**src/sv/bdut_pkg.sv**
```systemverilog
package bdut_pkg;

	localparam int NODE_BITS  = 12;
	localparam int NODE_COUNT = 4096;
	localparam int BKT_BITS   = 10;
	localparam int BKT_COUNT  = 1024;
	localparam int LEVEL_BITS = 16;
	localparam int REF_BITS   = 16;
	localparam int STEP_BITS  = NODE_BITS + 1;

	localparam logic [31:0]           HASH_MOD   = 32'hffff_fffb;
	localparam logic [REF_BITS-1:0]   REF_MAX    = '1;
	localparam logic [LEVEL_BITS-1:0] LEVEL_FREE = '1;
	localparam logic [NODE_BITS-1:0]  NODE_LAST  = NODE_BITS'(NODE_COUNT - 1);

	typedef enum logic [1:0] {
		OP_MAKE = 2'd0,
		OP_INC  = 2'd1,
		OP_REL  = 2'd2,
		OP_NOP  = 2'd3
	} op_t;

	typedef enum logic [1:0] {
		ST_OK      = 2'd0,
		ST_FULL    = 2'd1,
		ST_MISSING = 2'd2,
		ST_ZERO    = 2'd3
	} status_t;

	// work class decided in the front end
	typedef enum logic [2:0] {
		K_NOP,
		K_INC,
		K_REL,
		K_EQ,
		K_MAKE
	} kind_t;

	typedef struct packed {
		kind_t                 kind;
		logic [LEVEL_BITS-1:0] lev;
		logic [NODE_BITS-1:0]  lo;
		logic [NODE_BITS-1:0]  hi;
		logic [NODE_BITS-1:0]  tgt;
		logic [BKT_BITS-1:0]   bkt;
	} cmd_t;

	typedef struct packed {
		logic [NODE_BITS-1:0]  node_index;
		status_t               status;
		logic [LEVEL_BITS-1:0] var_count;
	} res_t;

	typedef struct packed {
		logic [LEVEL_BITS-1:0] level;
		logic [NODE_BITS-1:0]  low;
		logic [NODE_BITS-1:0]  high;
		logic [NODE_BITS-1:0]  link;
		logic [REF_BITS-1:0]   refs;
	} node_t;

endpackage

```
**src/sv/bdut_hash.sv**
```systemverilog
module bdut_hash import bdut_pkg::*; (
	input  logic                  clk,
	input  logic                  arst_n,
	input  logic                  en,
	input  logic                  in_valid,
	input  logic [LEVEL_BITS-1:0] lev,
	input  logic [NODE_BITS-1:0]  lo,
	input  logic [NODE_BITS-1:0]  hi,
	output logic                  out_valid,
	output logic [BKT_BITS-1:0]   bkt
);

	// pair(lo,hi) stays far below the modulus, so only the outer pair reduces
	logic [25:0] sa, j, s;
	logic [51:0] s52;
	logic [31:0] x, xm;

	logic                  v_s1, v_s2, v_s3;
	logic [25:0]           p1_s1;
	logic [NODE_BITS-1:0]  lo_s1;
	logic [LEVEL_BITS-1:0] lev_s1, lev_s2;
	logic [51:0]           p2_s2;
	logic [BKT_BITS-1:0]   bkt_s3;

	assign sa  = 26'(lo) + 26'(hi);
	assign j   = {1'b0, p1_s1[25:1]} + 26'(lo_s1);
	assign s   = j + 26'(lev_s1);
	assign s52 = 52'(s);
	assign x   = p2_s2[32:1] + 32'(lev_s2);
	assign xm  = (x >= HASH_MOD) ? x - HASH_MOD : x;

	assign out_valid = v_s3;
	assign bkt       = bkt_s3;

	always_ff @(posedge clk or negedge arst_n) begin
		if (!arst_n) begin
			v_s1 <= 1'b0;
			v_s2 <= 1'b0;
			v_s3 <= 1'b0;
		end else if (en) begin
			v_s1 <= in_valid;
			v_s2 <= v_s1;
			v_s3 <= v_s2;
		end
	end

	always_ff @(posedge clk) begin
		if (en) begin
			p1_s1  <= sa * (sa + 26'd1);
			lo_s1  <= lo;
			lev_s1 <= lev;
			p2_s2  <= s52 * (s52 + 52'd1);
			lev_s2 <= lev_s1;
			bkt_s3 <= xm[BKT_BITS-1:0];
		end
	end

endmodule

```
**src/sv/bdut_front.sv**
```systemverilog
module bdut_front import bdut_pkg::*; (
	input  logic                  clk,
	input  logic                  arst_n,
	input  logic                  push,
	output logic                  full,
	input  logic                  busy,
	input  logic [1:0]            op,
	input  logic [LEVEL_BITS-1:0] var_level,
	input  logic [NODE_BITS-1:0]  low_child,
	input  logic [NODE_BITS-1:0]  high_child,
	input  logic [NODE_BITS-1:0]  target_node,
	input  logic                  q_full,
	output logic                  q_push,
	output cmd_t                  q_data
);

	logic                adv, acc, v3;
	kind_t               kind;
	logic [BKT_BITS-1:0] bkt;
	cmd_t                cmd_in, cmd_s1, cmd_s2, cmd_s3;

	assign adv    = !(v3 && q_full);
	assign full   = !adv || busy;
	assign acc    = push && !full;
	assign q_push = v3 && !q_full;

	always_comb begin
		unique case (op_t'(op))
			OP_MAKE: kind = (low_child == high_child) ? K_EQ : K_MAKE;
			OP_INC:  kind = K_INC;
			OP_REL:  kind = K_REL;
			OP_NOP:  kind = K_NOP;
			default: kind = K_NOP;
		endcase
	end

	always_comb begin
		cmd_in      = '0;
		cmd_in.kind = kind;
		cmd_in.lev  = var_level;
		cmd_in.lo   = low_child;
		cmd_in.hi   = high_child;
		cmd_in.tgt  = target_node;
		q_data      = cmd_s3;
		q_data.bkt  = bkt;
	end

	bdut_hash u_hash (
		.clk      (clk),
		.arst_n   (arst_n),
		.en       (adv),
		.in_valid (acc),
		.lev      (var_level),
		.lo       (low_child),
		.hi       (high_child),
		.out_valid(v3),
		.bkt      (bkt)
	);

	always_ff @(posedge clk) begin
		if (adv) begin
			cmd_s1 <= cmd_in;
			cmd_s2 <= cmd_s1;
			cmd_s3 <= cmd_s2;
		end
	end

endmodule

```
**config.mk**
```make
export PLATFORM = sky130hd
export DESIGN_NAME = bdut_front
export DESIGN_NICKNAME = d
export VERILOG_FILES = /design/src/sv/bdut_pkg.sv /design/src/sv/bdut_hash.sv /design/src/sv/bdut_front.sv
export SDC_FILE = /design/constraint.sdc
export NUM_CORES = 2
export LEC_CHECK = 0
export BUFFER_PORTS_ARGS = -buffer_cell sky130_fd_sc_hd__buf_2
export CAP_MARGIN = 20
export CORE_AREA = 2 2 234 236
export DETAILED_ROUTE_END_ITERATION = 10
export DIE_AREA = 0 0 236 238
export PLACE_DENSITY = 0.77
export SETUP_SLACK_MARGIN = 0.15
export SLEW_MARGIN = 20
export SYNTH_ARGS = -nofsm -noshare
export SYNTH_HDL_FRONTEND = slang
export SYNTH_SLANG_ARGS = --single-unit
```
**constraint.sdc**
```tcl
create_clock -name clk -period 20.2 [get_ports clk]
set_clock_uncertainty 0.2 [all_clocks]
set_input_delay 4.04 -clock clk [delete_from_list [all_inputs] [get_ports clk]]
set_output_delay 4.04 -clock clk [all_outputs]
set_load 0.005 [all_outputs]
```
* Word level (Yosys, flattened, before mapping)
Cells that the tools add are included.
** Storage, ports and cells
- Flip-flop bits (word level) :: 237
- Input port bits :: 59
- Output and inout port bits :: 67
- Word-level logic and storage cells :: 45
** Cells by class
- Add/sub/neg operators :: 7
- Multiply operators :: 2
- $lt $le $gt $ge :: 1
- Eq/ne operators :: 4
- Mux-type cells :: 3
- Reduce and logical (&&, ||, !) cells :: 7
** Operator list (count)
- $mul 26x27->33 :: 1
- $add 32x16->32 :: 1
- $ge 32x32->1 const B :: 1
- $add 26x1->27 const B :: 1
- $add 25x12->26 :: 1
- $add 26x1->26 const B :: 1
- $add 26x16->26 :: 1
- $mul 26x26->26 :: 1
- $add 12x12->13 :: 1
- $eq 12x12->1 :: 1
- $pmux 3 s4 :: 1
- $mux 10 :: 1
- $sub 10x10->10 const B :: 1
- $eq 2x2->1 const B :: 2
- $logic_and 1x1->1 :: 3
- $mux 3 :: 1
- $eq 2x1->1 const B :: 1
- $logic_not 1->1 :: 2
- $logic_not 2->1 :: 1
- $logic_or 1x1->1 :: 1

* Depth between registers and ports, before layout
- Depth after elaboration :: 4
- Mapped depth :: 41
- Mapped depth without buffers :: 39

* Hierarchy
A second synthesis with hierarchy kept.
** Unflattened totals
- Cell total of the unflattened synthesis :: 3150
- Area total of the unflattened synthesis :: 33205.6 um^2
** By module, submodules not included
- bdut_hash :: instances 1, cells an instance 2959, area an instance 28059.4 um^2, sequential area each 3408.3 um^2
- bdut_front :: instances 1, cells an instance 191, area an instance 5146.2 um^2, sequential area each 4954.8 um^2

* Worst setup path after synthesis
No wires, ideal clock.
- Kind :: in2out
- Start point :: in q_full
- End point :: out full
- Data arrival time :: 9.244 ns
- Required time :: 15.960 ns
- Setup slack :: 6.716 ns
- Stages on the path :: 2
- Path buffers :: 0
- Path through :: nand2_1 > nand2b_1
** On the way
- Longest elaborated chain between the ends :: 2
** Ends and longest elaborated chain
- start, declared :: RTL line bdut_front.sv:12 : input logic q_full,
- $logic_and 1x1->1 :: RTL line bdut_front.sv:22 : assign adv = !(v3 && q_full);
- $logic_or 1x1->1 :: RTL line bdut_front.sv:23 : assign full = !adv || busy;
- end, declared :: RTL line bdut_front.sv:5 : output logic full,
No other way between the ends.

* Final worst setup path
- Start point :: reg u_hash.lo_s1[1]
- End point :: reg u_hash.p2_s2[32] (data pin)
** On the way
- Longest elaborated chain between the ends :: 4
** Ends and longest elaborated chain
- start, declared :: RTL line bdut_hash.sv:20 : logic [NODE_BITS-1:0] lo_s1;
- start signal, assigned :: RTL line bdut_hash.sv:50 : lo_s1 <= lo;
- $add 25x12->26 (*) :: RTL line bdut_hash.sv:26 : assign j = {1'b0, p1_s1[25:1]} + 26'(lo_s1);
- $add 26x16->26 (*) :: RTL line bdut_hash.sv:27 : assign s = j + 26'(lev_s1);
- $add 26x1->27 :: RTL line bdut_hash.sv:52 : p2_s2 <= s52 * (s52 + 52'd1);
- $mul 26x27->33 (*) :: RTL line bdut_hash.sv:52
- end signal, assigned :: RTL line bdut_hash.sv:52
- end, declared :: RTL line bdut_hash.sv:22 : logic [51:0] p2_s2;
Mark *: on every way between the ends. The rest lies on a longest branch, timed or not.
A chain may end at the register's enable or synchronous reset.

==> reports/metrics.csv <==
metric,value,unit
status,finished clean,
CP Launch Type,register,
IO buf count,125,
Hold Crit Start,cmd_s1[62],
DRC,0,
HP Class,reg -> reg,
Vias,22500,
share of the yosys chip area belonging to registers,22.02,%
Mapped Area,0.03198,mm²
gpl congestion,0.9671,
WL per Instance,20.55,µm
Via-to-Cell Ratio,5.709,
Clock transition at path regs,60,ps
final hold vios,0,
Slowest cell on crit path,a21oi_2,
Core Rows,85,
first-pass GRT wire length,130900,µm
I/O pin total,126,
syn_area_per_cell,10.20,µm²
Layout Nets,4092,
Yosys cell types,83,
post-DP HPWL,63890,µm
Max Cap Violations,0,
vias in the first global route,24740,
ys async rst share,1.277,%
largest net degree at the start of global routing,88,
Core Box Area,0.05350,mm²
cts repair resizes,0,
post-layout min period,12640,ps
period utilization,62.59,%
Syn. warnings,0,
Max Clk Rate,79.09,MHz
TritonCTS clock tree,done,
post-synthesis cell count,3136,
Final Max Tran Viols,0,
Iteration-0 DRC Markers,1866,
Slew @ Worst Pin,1174,ps
All-Layer GR Usage,29.94,%
die area,0.05617,mm²
initial antenna violation count,2,
layout cells sized above 1,9.624,%
number of hold buffers added after cts,0,
"most used cell, CP",fa_1,
critical path data arrival time,12740,ps
fillcell total,4069,
Die H,238,µm
final wirelength,81010,µm
Placed Area,0.03341,mm²
critical path endpoint category,register,
grt total ovfl,0,
Root Driver,clkbuf_16,
final-report setup violation count,0,
Area Overhead vs Synth,7.457,%
clock sink count,235,
slew margin rel.,21.74,%
DRT antenna net count,0,
Crit. Startpoint,u_hash.lo_s1[1],
CTS Buffer Depth,3,
post-CTS setup repair buffer count,0,
CP required,20300,ps
Die X,236,µm
Starting Density,59.78,%
CP max stage delay,790,ps
total CTS buffers,27,
H-tree depth,1,
FF-to-FF Start,u_hash.lo_s1[1],
RSZ-0062 raised after global routing,no,
1st-pass router iterations,6,
crit path kind,reg -> reg,
"most common cell after layout, fill and taps aside",inv_1,
most frequent cells in the layout,"inv_1 (704), fa_1 (558), nor2_1 (283)",
Crit Path Max Fanout,18,
fin area,0.03436,mm²
"EDFF count, synth",232,
Setup TNS,0,ps
Yosys reg bits,235,
later-pin clock latency in the skew report,560,ps
ys flop type,edfxtp_1,
worst max-delay path: cells and delay by family, from the launching register on:
| family | cells | cell delay [ps] |
|---|---|---|
| compound gates | 3 | 1610 |
| xor+xnor | 11 | 3210 |
| fa+ha+maj | 10 | 4730 |
| buf+inv | 4 | 250 |
| flops | 1 | 420 |
| simple gates | 7 | 1940 |
Yosys cell counts, types with 6 or more instances:
master / instances / area (µm²)
or3_1: 50 / 312.8
and2_1: 42 / 262.8
a211oi_1: 10 / 75.07
xnor2_1: 83 / 727.0
xor2_1: 32 / 280.3
edfxtp_1: 232 / 6967
and3_1: 20 / 125.1
nand2b_1: 206 / 1289
a21o_1: 24 / 180.2
nor2_1: 283 / 1062
a31oi_1: 11 / 68.82
o21bai_1: 20 / 150.1
fa_1: 558 / 11170
nor3_1: 29 / 145.1
nand3b_1: 6 / 45.04
nor3b_1: 6 / 45.04
a21oi_1: 63 / 315.3
nand2_1: 110 / 412.9
a21boi_0: 7 / 52.55
clkbuf_1: 111 / 416.7
or2_2: 68 / 425.4
nand4_1: 10 / 62.56
o21a_1: 12 / 90.09
nor2b_1: 10 / 62.56
inv_1: 704 / 2643
o211ai_1: 7 / 52.55
o21ai_0: 38 / 190.2
nand3_1: 33 / 165.2
nor4_1: 7 / 43.79
ha_1: 254 / 3178
layer usage:
metal  GRT usage (%)  vias to the layer above  routed length [µm]
met5               0                        -                   0
met4           12.18                        0                3727
met3           6.363                      260                7269
met2           51.68                     1050               39570
met1           36.85                    11320               30440
li1                -                     9866                   -
final cells by class:
cell class                 count  area, µm²  area share (%)
multi-input combinational   2087      21930           63.81
sequential                   235       7042           20.49
inverter                     705       2646           7.701
timing repair buffer         165      925.9           2.694
tap                          696      870.8           2.534
clock buffer                  28      679.4           1.977
clock inverter                22      265.3          0.7719
antenna                        3      7.507         0.02185
path summary, 6_finish.rpt:
| check | to | slack [ps] | cells past startpoint |
|---|---|---|---|
| max in group asynchronous | u_hash.out_valid | 16620 | 1 |
| min in group asynchronous | u_hash.v_s1 | 3070 | 1 |
| worst max register to register | u_hash.p2_s2[32] | 7560 | 35 |
| worst max-delay path | u_hash.p2_s2[32] | 7560 | 35 |
| worst min register to register | cmd_s2[62] | 210 | 0 |
| worst min-delay path | cmd_s2[62] | 210 | 0 |
cells by family (layout without fill, tap and decap cells):
kind of cell / after synthesis / in the layout / synth area share [%]
simple gates: 904 / 904 / 14.69
buf+inv: 818 / 920 / 9.601
fa+ha+maj: 812 / 812 / 44.87
compound gates: 239 / 239 / 5.075
flops: 235 / 235 / 22.02
xor+xnor: 121 / 121 / 3.557
mux: 5 / 5 / 0.1682
other cells: 2 / 9 / 0.02348
metrics by stage:
step	cells	util [%]	setup slack, ps	hold slack, ps
after floorplan	3140	-	6716	200.3
after detailed placement	3888	62.46	7414	204.5
after CTS	3938	64.22	7797	201.5
after global routing	3941	64.24	7196	207.7
after global placement	3888	62.44	7427	200.5
final	3941	64.24	7557	211.9
sequential cells by signal, indices dropped and copies added, names as in the netlist:
signal / count
cmd_s1: 27
u_hash.lev_s2: 16
cmd_s2: 39
u_hash.v_s2: 1
u_hash.v_s1: 1
u_hash.lo_s1: 12
u_hash.p1_s1: 25
u_hash.bkt: 10
u_hash.lev_s1: 16
q_data: 55
u_hash.p2_s2: 32
u_hash.out_valid: 1
Power is left out: the tool's default activity adds up to more than one toggle a clock period on the data nets, which glitch-free logic cannot reach.
