--- src/sv/bdut_pkg.sv ---
package bdut_pkg;

	localparam int NODE_BITS  = 12;
	localparam int NODE_COUNT = 4096;
	localparam int BKT_BITS   = 10;
	localparam int BKT_COUNT  = 1024;
	localparam int LEVEL_BITS = 16;
	localparam int REF_BITS   = 16;
	localparam int STEP_BITS  = NODE_BITS + 1;

	localparam logic [31:0]           HASH_MOD   = 32'hffff_fffb;
	localparam logic [REF_BITS-1:0]   REF_MAX    = '1;
	localparam logic [LEVEL_BITS-1:0] LEVEL_FREE = '1;
	localparam logic [NODE_BITS-1:0]  NODE_LAST  = NODE_BITS'(NODE_COUNT - 1);

	typedef enum logic [1:0] {
		OP_MAKE = 2'd0,
		OP_INC  = 2'd1,
		OP_REL  = 2'd2,
		OP_NOP  = 2'd3
	} op_t;

	typedef enum logic [1:0] {
		ST_OK      = 2'd0,
		ST_FULL    = 2'd1,
		ST_MISSING = 2'd2,
		ST_ZERO    = 2'd3
	} status_t;

	// work class decided in the front end
	typedef enum logic [2:0] {
		K_NOP,
		K_INC,
		K_REL,
		K_EQ,
		K_MAKE
	} kind_t;

	typedef struct packed {
		kind_t                 kind;
		logic [LEVEL_BITS-1:0] lev;
		logic [NODE_BITS-1:0]  lo;
		logic [NODE_BITS-1:0]  hi;
		logic [NODE_BITS-1:0]  tgt;
		logic [BKT_BITS-1:0]   bkt;
	} cmd_t;

	typedef struct packed {
		logic [NODE_BITS-1:0]  node_index;
		status_t               status;
		logic [LEVEL_BITS-1:0] var_count;
	} res_t;

	typedef struct packed {
		logic [LEVEL_BITS-1:0] level;
		logic [NODE_BITS-1:0]  low;
		logic [NODE_BITS-1:0]  high;
		logic [NODE_BITS-1:0]  link;
		logic [REF_BITS-1:0]   refs;
	} node_t;

endpackage

--- src/sv/bdut_fifo.sv ---
module bdut_fifo import bdut_pkg::*; #(
	parameter int W     = 8,
	parameter int DEPTH = 4
) (
	input  logic         clk,
	input  logic         arst_n,
	input  logic         push,
	input  logic [W-1:0] din,
	output logic         full,
	input  logic         pop,
	output logic [W-1:0] dout,
	output logic         empty
);

	localparam int AW = $clog2(DEPTH);

	logic [W-1:0] mem_q [DEPTH];
	logic [AW:0]  wr_q, rd_q;
	logic [AW:0]  diff;

	assign diff  = wr_q - rd_q;
	assign full  = diff == (AW+1)'(DEPTH);
	assign empty = diff == '0;
	assign dout  = mem_q[rd_q[AW-1:0]];

	always_ff @(posedge clk or negedge arst_n) begin
		if (!arst_n) begin
			wr_q <= '0;
			rd_q <= '0;
		end else begin
			if (push && !full) wr_q <= wr_q + 1'b1;
			if (pop && !empty) rd_q <= rd_q + 1'b1;
		end
	end

	always_ff @(posedge clk) begin
		if (push && !full) mem_q[wr_q[AW-1:0]] <= din;
	end

endmodule

--- config.mk ---
export PLATFORM = sky130hd
export DESIGN_NAME = bdut_fifo
export DESIGN_NICKNAME = d
export VERILOG_FILES = /design/src/sv/bdut_pkg.sv /design/src/sv/bdut_fifo.sv
export SDC_FILE = /design/constraint.sdc
export NUM_CORES = 1
export LEC_CHECK = 0
export CORE_MARGIN = 3
export CORE_UTILIZATION = 50
export CTS_BUF_LIST = sky130_fd_sc_hd__clkbuf_16
export CTS_CLUSTER_DIAMETER = 80
export DETAILED_ROUTE_END_ITERATION = 10
export DONT_BUFFER_PORTS = 1
export SLEW_MARGIN = 10
export SYNTH_ARGS = -nofsm -noshare
export SYNTH_HDL_FRONTEND = slang
export SYNTH_SLANG_ARGS = --single-unit
--- constraint.sdc ---
create_clock -name clk -period 6.2 [get_ports clk]
set_input_delay 0 -clock clk [delete_from_list [all_inputs] [get_ports clk]]
set_output_delay 0 -clock clk [all_outputs]
set_load 0.05 [all_outputs]
* Word level (Yosys, flattened, before mapping)
Memory sizes are Yosys's and may differ from the RTL's. Index checks and enable logic that the tools add are counted.
Storage, ports and cells: RAM bits 32, bits in registers 6, memories 1, output and inout port bits 10
Operators by class: reductions and logical operators 5, equality and inequality tests 1, mux-type cells 2, add/sub/neg operators 3
Memory list:
- mem_q | depth 4, width 8, rd ports 1, clocked after memory_dff 0, write ports 1, line bdut_fifo.sv:17 | logic [W-1:0] mem_q [DEPTH];
Operators by type and width (number):
- adder 3 x 1 -> 3 bit (second input constant) | 2
- equality test 3 bit (second input constant) | 1
- zero test 3 bit | 1
- subtractor 3 bit | 1
- logical AND 1 bit | 2
- zero test 1 bit | 2
- two-way mux 1 bit | 2

* Logic depth before layout (Yosys ltp)
Gate-level depths: netlist (run 1).
depth in word-level cells 6, mapped depth 7

* Least setup slack after synthesis (run 1)
No wires, ideal clock.
path kind register to register, start register rd_q[1], end memory mem_q[0][0], enable pin, stages on the path, launching flop included 8, library setup time 0.332 ns, setup slack 4.024 ns, period minus slack after synthesis 2.176 ns, path buffers 1, data arrival time 1.844 ns, data required time 5.868 ns, path through dfrtp_1 > clkbuf_1 > inv_1 > ha_1 > nor2b_1 > xnor2_4 > a31oi_4 > and2_1
Between the ends: longest elaborated chain between the ends 6
Ends and longest elaborated chain:
- start, declared | line bdut_fifo.sv:18 | logic [AW:0] wr_q, rd_q;
- start signal, assigned | line bdut_fifo.sv:32 | if (pop && !empty) rd_q <= rd_q + 1'b1;
- subtractor 3 bit | line bdut_fifo.sv:21 | assign diff = wr_q - rd_q;
- equality test 3 bit | line bdut_fifo.sv:22 | assign full = diff == (AW+1)'(DEPTH);
- zero test 1 bit | line bdut_fifo.sv:37 | if (push && !full) mem_q[wr_q[AW-1:0]] <= din;
- logical AND 1 bit | line bdut_fifo.sv:37
- two-way mux 1 bit | line bdut_fifo.sv:37
- two-way mux 1 bit (implied by the code) | line bdut_fifo.sv:37
- end, declared | line bdut_fifo.sv:17
Every way passes these cells.

* Worst setup path after layout (run 1)
start register rd_q[0], end output full
Between the ends: longest elaborated chain between the ends 2
Ends and longest elaborated chain:
- subtractor 3 bit | line bdut_fifo.sv:21
- equality test 3 bit | line bdut_fifo.sv:22
- end, declared | line bdut_fifo.sv:9 | output logic full,
Every way passes these cells.

==> results.md, run 1 <==
- Status: complete, no violations
- TritonCTS Buffers: 5
- Core footprint: 2900 µm²
- Post-Place Setup Slack: 3.69 ns
- Routed Antenna Nets: 0
- Adder-cell share of the synthesized area: 5.47%
- Final number of setup-violating endpoints: 0
- Average wire per standard cell: 17.5 µm
- Placed Area: 1640 µm²
- Share of cells above drive strength 1: 20.0%
- DR DRC count: 0
- Simple logic cell fraction of the synthesized area: 2.66%
- Layout area overhead: 17.5%
- Rel. slew slack: 38.2%
- CTS tree: built
- Synth area leader: edfxtp_1
- Final worst slack: 3.63 ns
- First-pass GRT wire length: 3970 µm
- Tcrit/Tclk final: 41.4%
- Fin crit period: 2.57 ns
- Die Wd: 62.6 µm
- Total wire length: 2400 µm
- Distinct cell type count after synthesis: 21
- Avg Cell Area, Syn: 20.3 µm²
- Number of synthesized flops with an enable pin: 32
- Synth Warn #: 0
- CP startpoint kind: register
- Synth Register Bits: 38
- DIE HEIGHT: 62.6 µm
- Worst hold slack: 0.0258 ns
- Total grt overflow: 0
- Mux share of post-synthesis cell area: 12.9%
- DRT Pass-1 Iters: 4
- Max-Cap Viols: 0
- Clk sinks: 38
- Port buffer count: 0
- Initial Utilization: 55.2%
- Largest family of logic cells by synthesized area: multiplexers
- Slew Viols, Final: 0
- Fmax achieved: 0.390 GHz
- Cell Rows: 19
- Setup Skew: 0.00261 ns
- Final HPWL DP: 1630 µm
- Main flop type after synthesis: edfxtp_1
- Final hold vios: 0
- Die ar.: 3920 µm²
- Synth Area in XOR/XNOR: 4.93%
- Post-Synthesis Cells: 79
- Netlist area before placement: 1600 µm²
- CTS Buffer Depth: 2
- Vias in the first global route: 752
- Vias per inst: 5.20
- Antenna Cells: 0
- Via total after detailed routing: 713
- Clock transition at path regs: 0.05 ns
- Later-pin clock latency in the skew report: 0.27 ns
- Hold crit path type: in2reg
- Root Buffer: clkbuf_16
- RSZ-0062 raised after global routing: no
- Final GP Congestion: 0.731
- WP data arrival: 2.57 ns
- Synth Area in Compound Gates: 3.13%
- Setup_tns: 0 ns
- Asr flop ratio synth: 15.8%
- CP Class: reg2out
- Crit end category: primary output
- Antenna violations before repair: 0
- Fin nets: 113
- Largest net degree at the start of global routing: 12
- Crit path max fanout: 11
- GRT Total Usage: 14.3%
- Req. time, crit path: 6.20 ns
- Htree depth: 2
- Post-route cell area: 1880 µm²
- Top-area cell type share of the netlist area: 60.0%
- Synthesized Nets: 98
- Synth area leaders: edfxtp_1 (60%), mux4_2 (11%), dfrtp_1 (9.4%)
- Worst slew pin tran: 0.926 ns
- Sequential share of the synthesized area: 69.4%
- DR iter-0 viols: 21
- Ports: 22
[final cells by class]
cell class,instances,area (µm²)
Clock buffer,5,125
Timing Repair Buffer,10,100
Multi-Input combinational cell,35,465
Inverter,4,15.0
Fill cell,227,1020
Sequential cell,38,1110
Tap cell,42,52.6
Clock inverter,3,11.3
[repair_timing]
action,CTS,global route
setup buffers,0,0
resized for setup,0,0
hold buffers,10,0
endpoints found under the setup margin,0,0
endpoints found under the hold margin,41,0
[layout by cell type (no fill, tap or decap), drive strengths merged, types with 2 or more instances in the layout]
cell type,instances
a31oi,2
and2,3
clkbuf,5
dfrtp,6
dlygate4sd3,10
edfxtp,32
ha,7
inv,6
mux2,2
mux4,8
nand2,2
nor2b,2
xnor2,5
[kinds of logic (layout without fill, tap and decap cells)]
kind of cell,after synthesis,count (layout)
multiplexers,10,10
adder cells (fa/ha/maj),7,7
AND/OR/NAND/NOR,8,8
flip-flops,38,38
XOR/XNOR,6,6
buffers and inverters,6,22
AO/OA/AOI/OAI,4,4
[worst max-delay path: stages (launching register included)]
cell and delay (ns):
dfrtp_1 0.74, ha_1 0.25, nor2b_1 0.31, xnor2_4 0.21
nor2b_1 0.79
[sequential cells by signal, summed over array words and instances (netlist names)]
register,flops
rd_q,3
mem_q,32
wr_q,3
[Yosys cell counts (2+ instances only)]
cell and count:
mux4_2 8, xnor2_1 3, nand2_1 2, nor2b_1 2, ha_1 7, inv_1 4
edfxtp_1 32, dfrtp_1 6, and2_1 3
[per-stage QoR]
| stage | instances | util [%] |
|---|---|---|
| 6_report | 137 | 64.8 |
| 5_1_grt | 137 | 64.8 |
| 4_1_cts | 137 | 64.8 |
| 3_5_place_dp | 119 | 56.7 |
| 3_3_place_gp | 119 | 56.7 |
| 2_1_floorplan | 79 | - |
[worst paths after layout]
path | from | to | slack, ns | depth (start not counted)
max | rd_q[0]$_DFFE_PN0P_ | full | 3.63 | 4
min | push | wr_q[0]$_DFFE_PN0P_ | 0.03 | 3
max reg2reg | rd_q[0]$_DFFE_PN0P_ | mem_q[1][2]$_DFFE_PP_ | 3.73 | 5
min reg2reg | wr_q[2]$_DFFE_PN0P_ | wr_q[2]$_DFFE_PN0P_ | 0.52 | 1
max in group asynchronous | arst_n | rd_q[2]$_DFFE_PN0P_ | 5.93 | 1
min in group asynchronous | arst_n | wr_q[0]$_DFFE_PN0P_ | 0.05 | 1
[routing by layer]
layer | GRT usage (%) | vias to the layer above | part of all wire [%]
met3 | 6.83 | 5 | 5.4
met1 | 17.7 | 354 | 47
met4 | 7.44 | 0 | 1.9
met5 | 0 | - | 0
li1 | - | 336 | -
met2 | 20.8 | 18 | 46
Power of run 1 is left out: the tool's default activity adds up to more than one toggle a clock period on the data nets, which glitch-free logic cannot reach.
==> inputs of run 2 (changes only) <==
- PLACE_DENSITY: unset -> 0.68
- clock period: 6.2 -> 2.35 ns (I/O delays scaled with it)
==> run 2 against run 1 <==
Compared with the run above: via count grew 2.4%; clock skew grew 0.00077 ns; global-route usage grew 0.48 points; sequential share of layout area shrank 1.5 points; final area grew 2.7%; register-to-register slack lost 3.5 ns; largest cell class unchanged.
==> results.md, run 2 (same netlist as run 1, synthesis figures left out) <==
- CP startpoint kind: register (unchanged)
- Total grt overflow: 0 (unchanged)
- Fillers: 218 (was 227)
- RSZ-0062 raised after global routing: no (unchanged)
- Req. time, crit path: 2.31 ns (was 6.20 ns)
- Max reg flops: 32 (unchanged)
- Final GP Congestion: 0.718 (was 0.731)
- Setup_tns: 0 ns (unchanged)
- Post-route cell area: 1930 µm² (was 1880 µm²)
- Worst slew pin tran: 0.346 ns (was 0.926 ns)
- WP data arrival: 2.03 ns (was 2.57 ns)
- GRT Total Usage: 14.8% (was 14.3%)
- TritonCTS Buffers: 5 (unchanged)
- Vias in the first global route: 764 (was 752)
- DRT Pass-1 Iters: 2 (was 4)
- Fin crit period: 2.07 ns
- Commonest non-fill, non-tap cell in the layout: edfxtp_1 (unchanged)
- Post-Place Setup Slack: 0.0989 ns (was 3.69 ns)
- Setup Skew: 0.00338 ns (was 0.00261 ns)
- Total wire length: 2390 µm (was 2400 µm)
- Die Wd: 62.6 µm (unchanged)
- Rel. slew slack: 76.9% (was 38.2%)
- Fin nets: 119 (was 113)
- Most frequent cells in the layout: edfxtp_1 (32), dlygate4sd3_1 (10), mux4_2 (8), ha_1 (7) (unchanged)
- Share of cells above drive strength 1: 28.7% (was 20.0%)
- Final hold vios: 0 (unchanged)
- Final number of setup-violating endpoints: 0 (unchanged)
- Clk sinks: 38 (unchanged)
- Final HPWL DP: 1620 µm (was 1630 µm)
- CTS Buffer Depth: 2 (unchanged)
- Crit end category: register (was primary output)
- Placed Area: 1690 µm² (was 1640 µm²)
- Core footprint: 2900 µm² (unchanged)
- CP Class: reg2reg (was reg2out)
- Die ar.: 3920 µm² (unchanged)
- Setup repair bufs after CTS: 0 (unchanged)
- Antenna Cells: 0 (unchanged)
- Cell Rows: 19 (unchanged)
- Slew Viols, Final: 0 (unchanged)
- DR DRC count: 0 (unchanged)
- Port buffer count: 0 (unchanged)
- DIE HEIGHT: 62.6 µm (unchanged)
- Routed Antenna Nets: 0 (unchanged)
- Antenna violations before repair: 0 (unchanged)
- Clock transition at path regs: 0.05 ns (about the same)
- CTS tree: built (unchanged)
- First-pass GRT wire length: 4150 µm (was 3970 µm)
- Placed cell count: 125 (was 119)
- Initial Utilization: 55.2% (unchanged)
- Average wire per standard cell: 16.7 µm (was 17.5 µm)
- Status: complete, no violations (unchanged)
- Later-pin clock latency in the skew report: 0.27 ns (about the same)
- Via total after detailed routing: 730 (was 713)
- Tcrit/Tclk final: 88.2%
- Final worst slack: 0.278 ns (was 3.63 ns)
- Vias per inst: 5.10 (was 5.20)
- Layout area overhead: 20.6% (was 17.5%)
- Max-Cap Viols: 0 (unchanged)
- Largest net degree at the start of global routing: 12 (unchanged)
- DR iter-0 viols: 22 (was 21)
- Non-filler cells, final: 143 (was 137)
- Crit path max fanout: 8 (was 11)
- Fmax achieved: 0.483 GHz
- Hold crit path type: in2reg (unchanged)
- Htree depth: 2 (unchanged)
- Root Buffer: clkbuf_16 (unchanged)
- Ports: 22 (unchanged)
==> run 2: changes by cell type in the layout (fill, tap and decap cells not counted), sizes merged <==
cell and change:
inv -1, clkinv +1, buf +6
==> run 2: per-layer routing <==
metal | global-route usage (%) | wire [µm] | up-vias
met3 | 5.22 | 101 | 4
met1 | 19.3 | 1090 | 364
met2 | 20.6 | 1140 | 16
met4 | 9.92 | 57 | 0
met5 | 0 | 0 | -
li1 | - | - | 346
==> run 2: path summary, 6_finish.rpt <==
kind	endpoint	cells after the start	from	slack, ns
min reg2reg	rd_q[2]$_DFFE_PN0P_	1	rd_q[2]$_DFFE_PN0P_	0.52
min	wr_q[0]$_DFFE_PN0P_	3	push	0.02
max in group asynchronous	rd_q[1]$_DFFE_PN0P_	1	arst_n	2.09
max reg2reg	mem_q[1][1]$_DFFE_PP_	6	wr_q[0]$_DFFE_PN0P_	0.28
max	mem_q[1][1]$_DFFE_PP_	6	wr_q[0]$_DFFE_PN0P_	0.28
min in group asynchronous	rd_q[2]$_DFFE_PN0P_	1	arst_n	0.04
==> run 2: final cells by class <==
type                            count  area (µm²)  share of cell area, %
Clock inverter                      3        12.5                  0.648
Clock buffer                        5         125                   6.48
Sequential cell                    38        1110                   57.6
Tap cell                           42        52.6                   2.72
Timing Repair Buffer               16         145                   7.52
Multi-Input combinational cell     35         469                   24.3
Inverter                            4        15.0                  0.778
==> run 2: repair_timing <==
item	in CTS	in global routing
gates resized for setup	0	3
setup endpoints to repair	0	24
hold buffers	10	0
hold endpoints to repair	41	0
==> run 2: critical path, stage by stage (launching register included) <==
cell and delay, ns:
dfrtp_1 0.40, inv_1 0.14, ha_1 0.15, nor2b_1 0.31
xnor2_4 0.15, a31oi_4 0.27, and2_2 0.33
==> run 2: per-stage QoR <==
stage                     utilization (%)  hold slack [ns]
after floorplan                         -           -0.296
after global placement               58.2           -0.295
after detailed placement             58.2           -0.295
after CTS                            66.4           0.0107
after global routing                 66.6           0.0227
final                                66.6           0.0166
Power of run 2 is left out for the same reason.
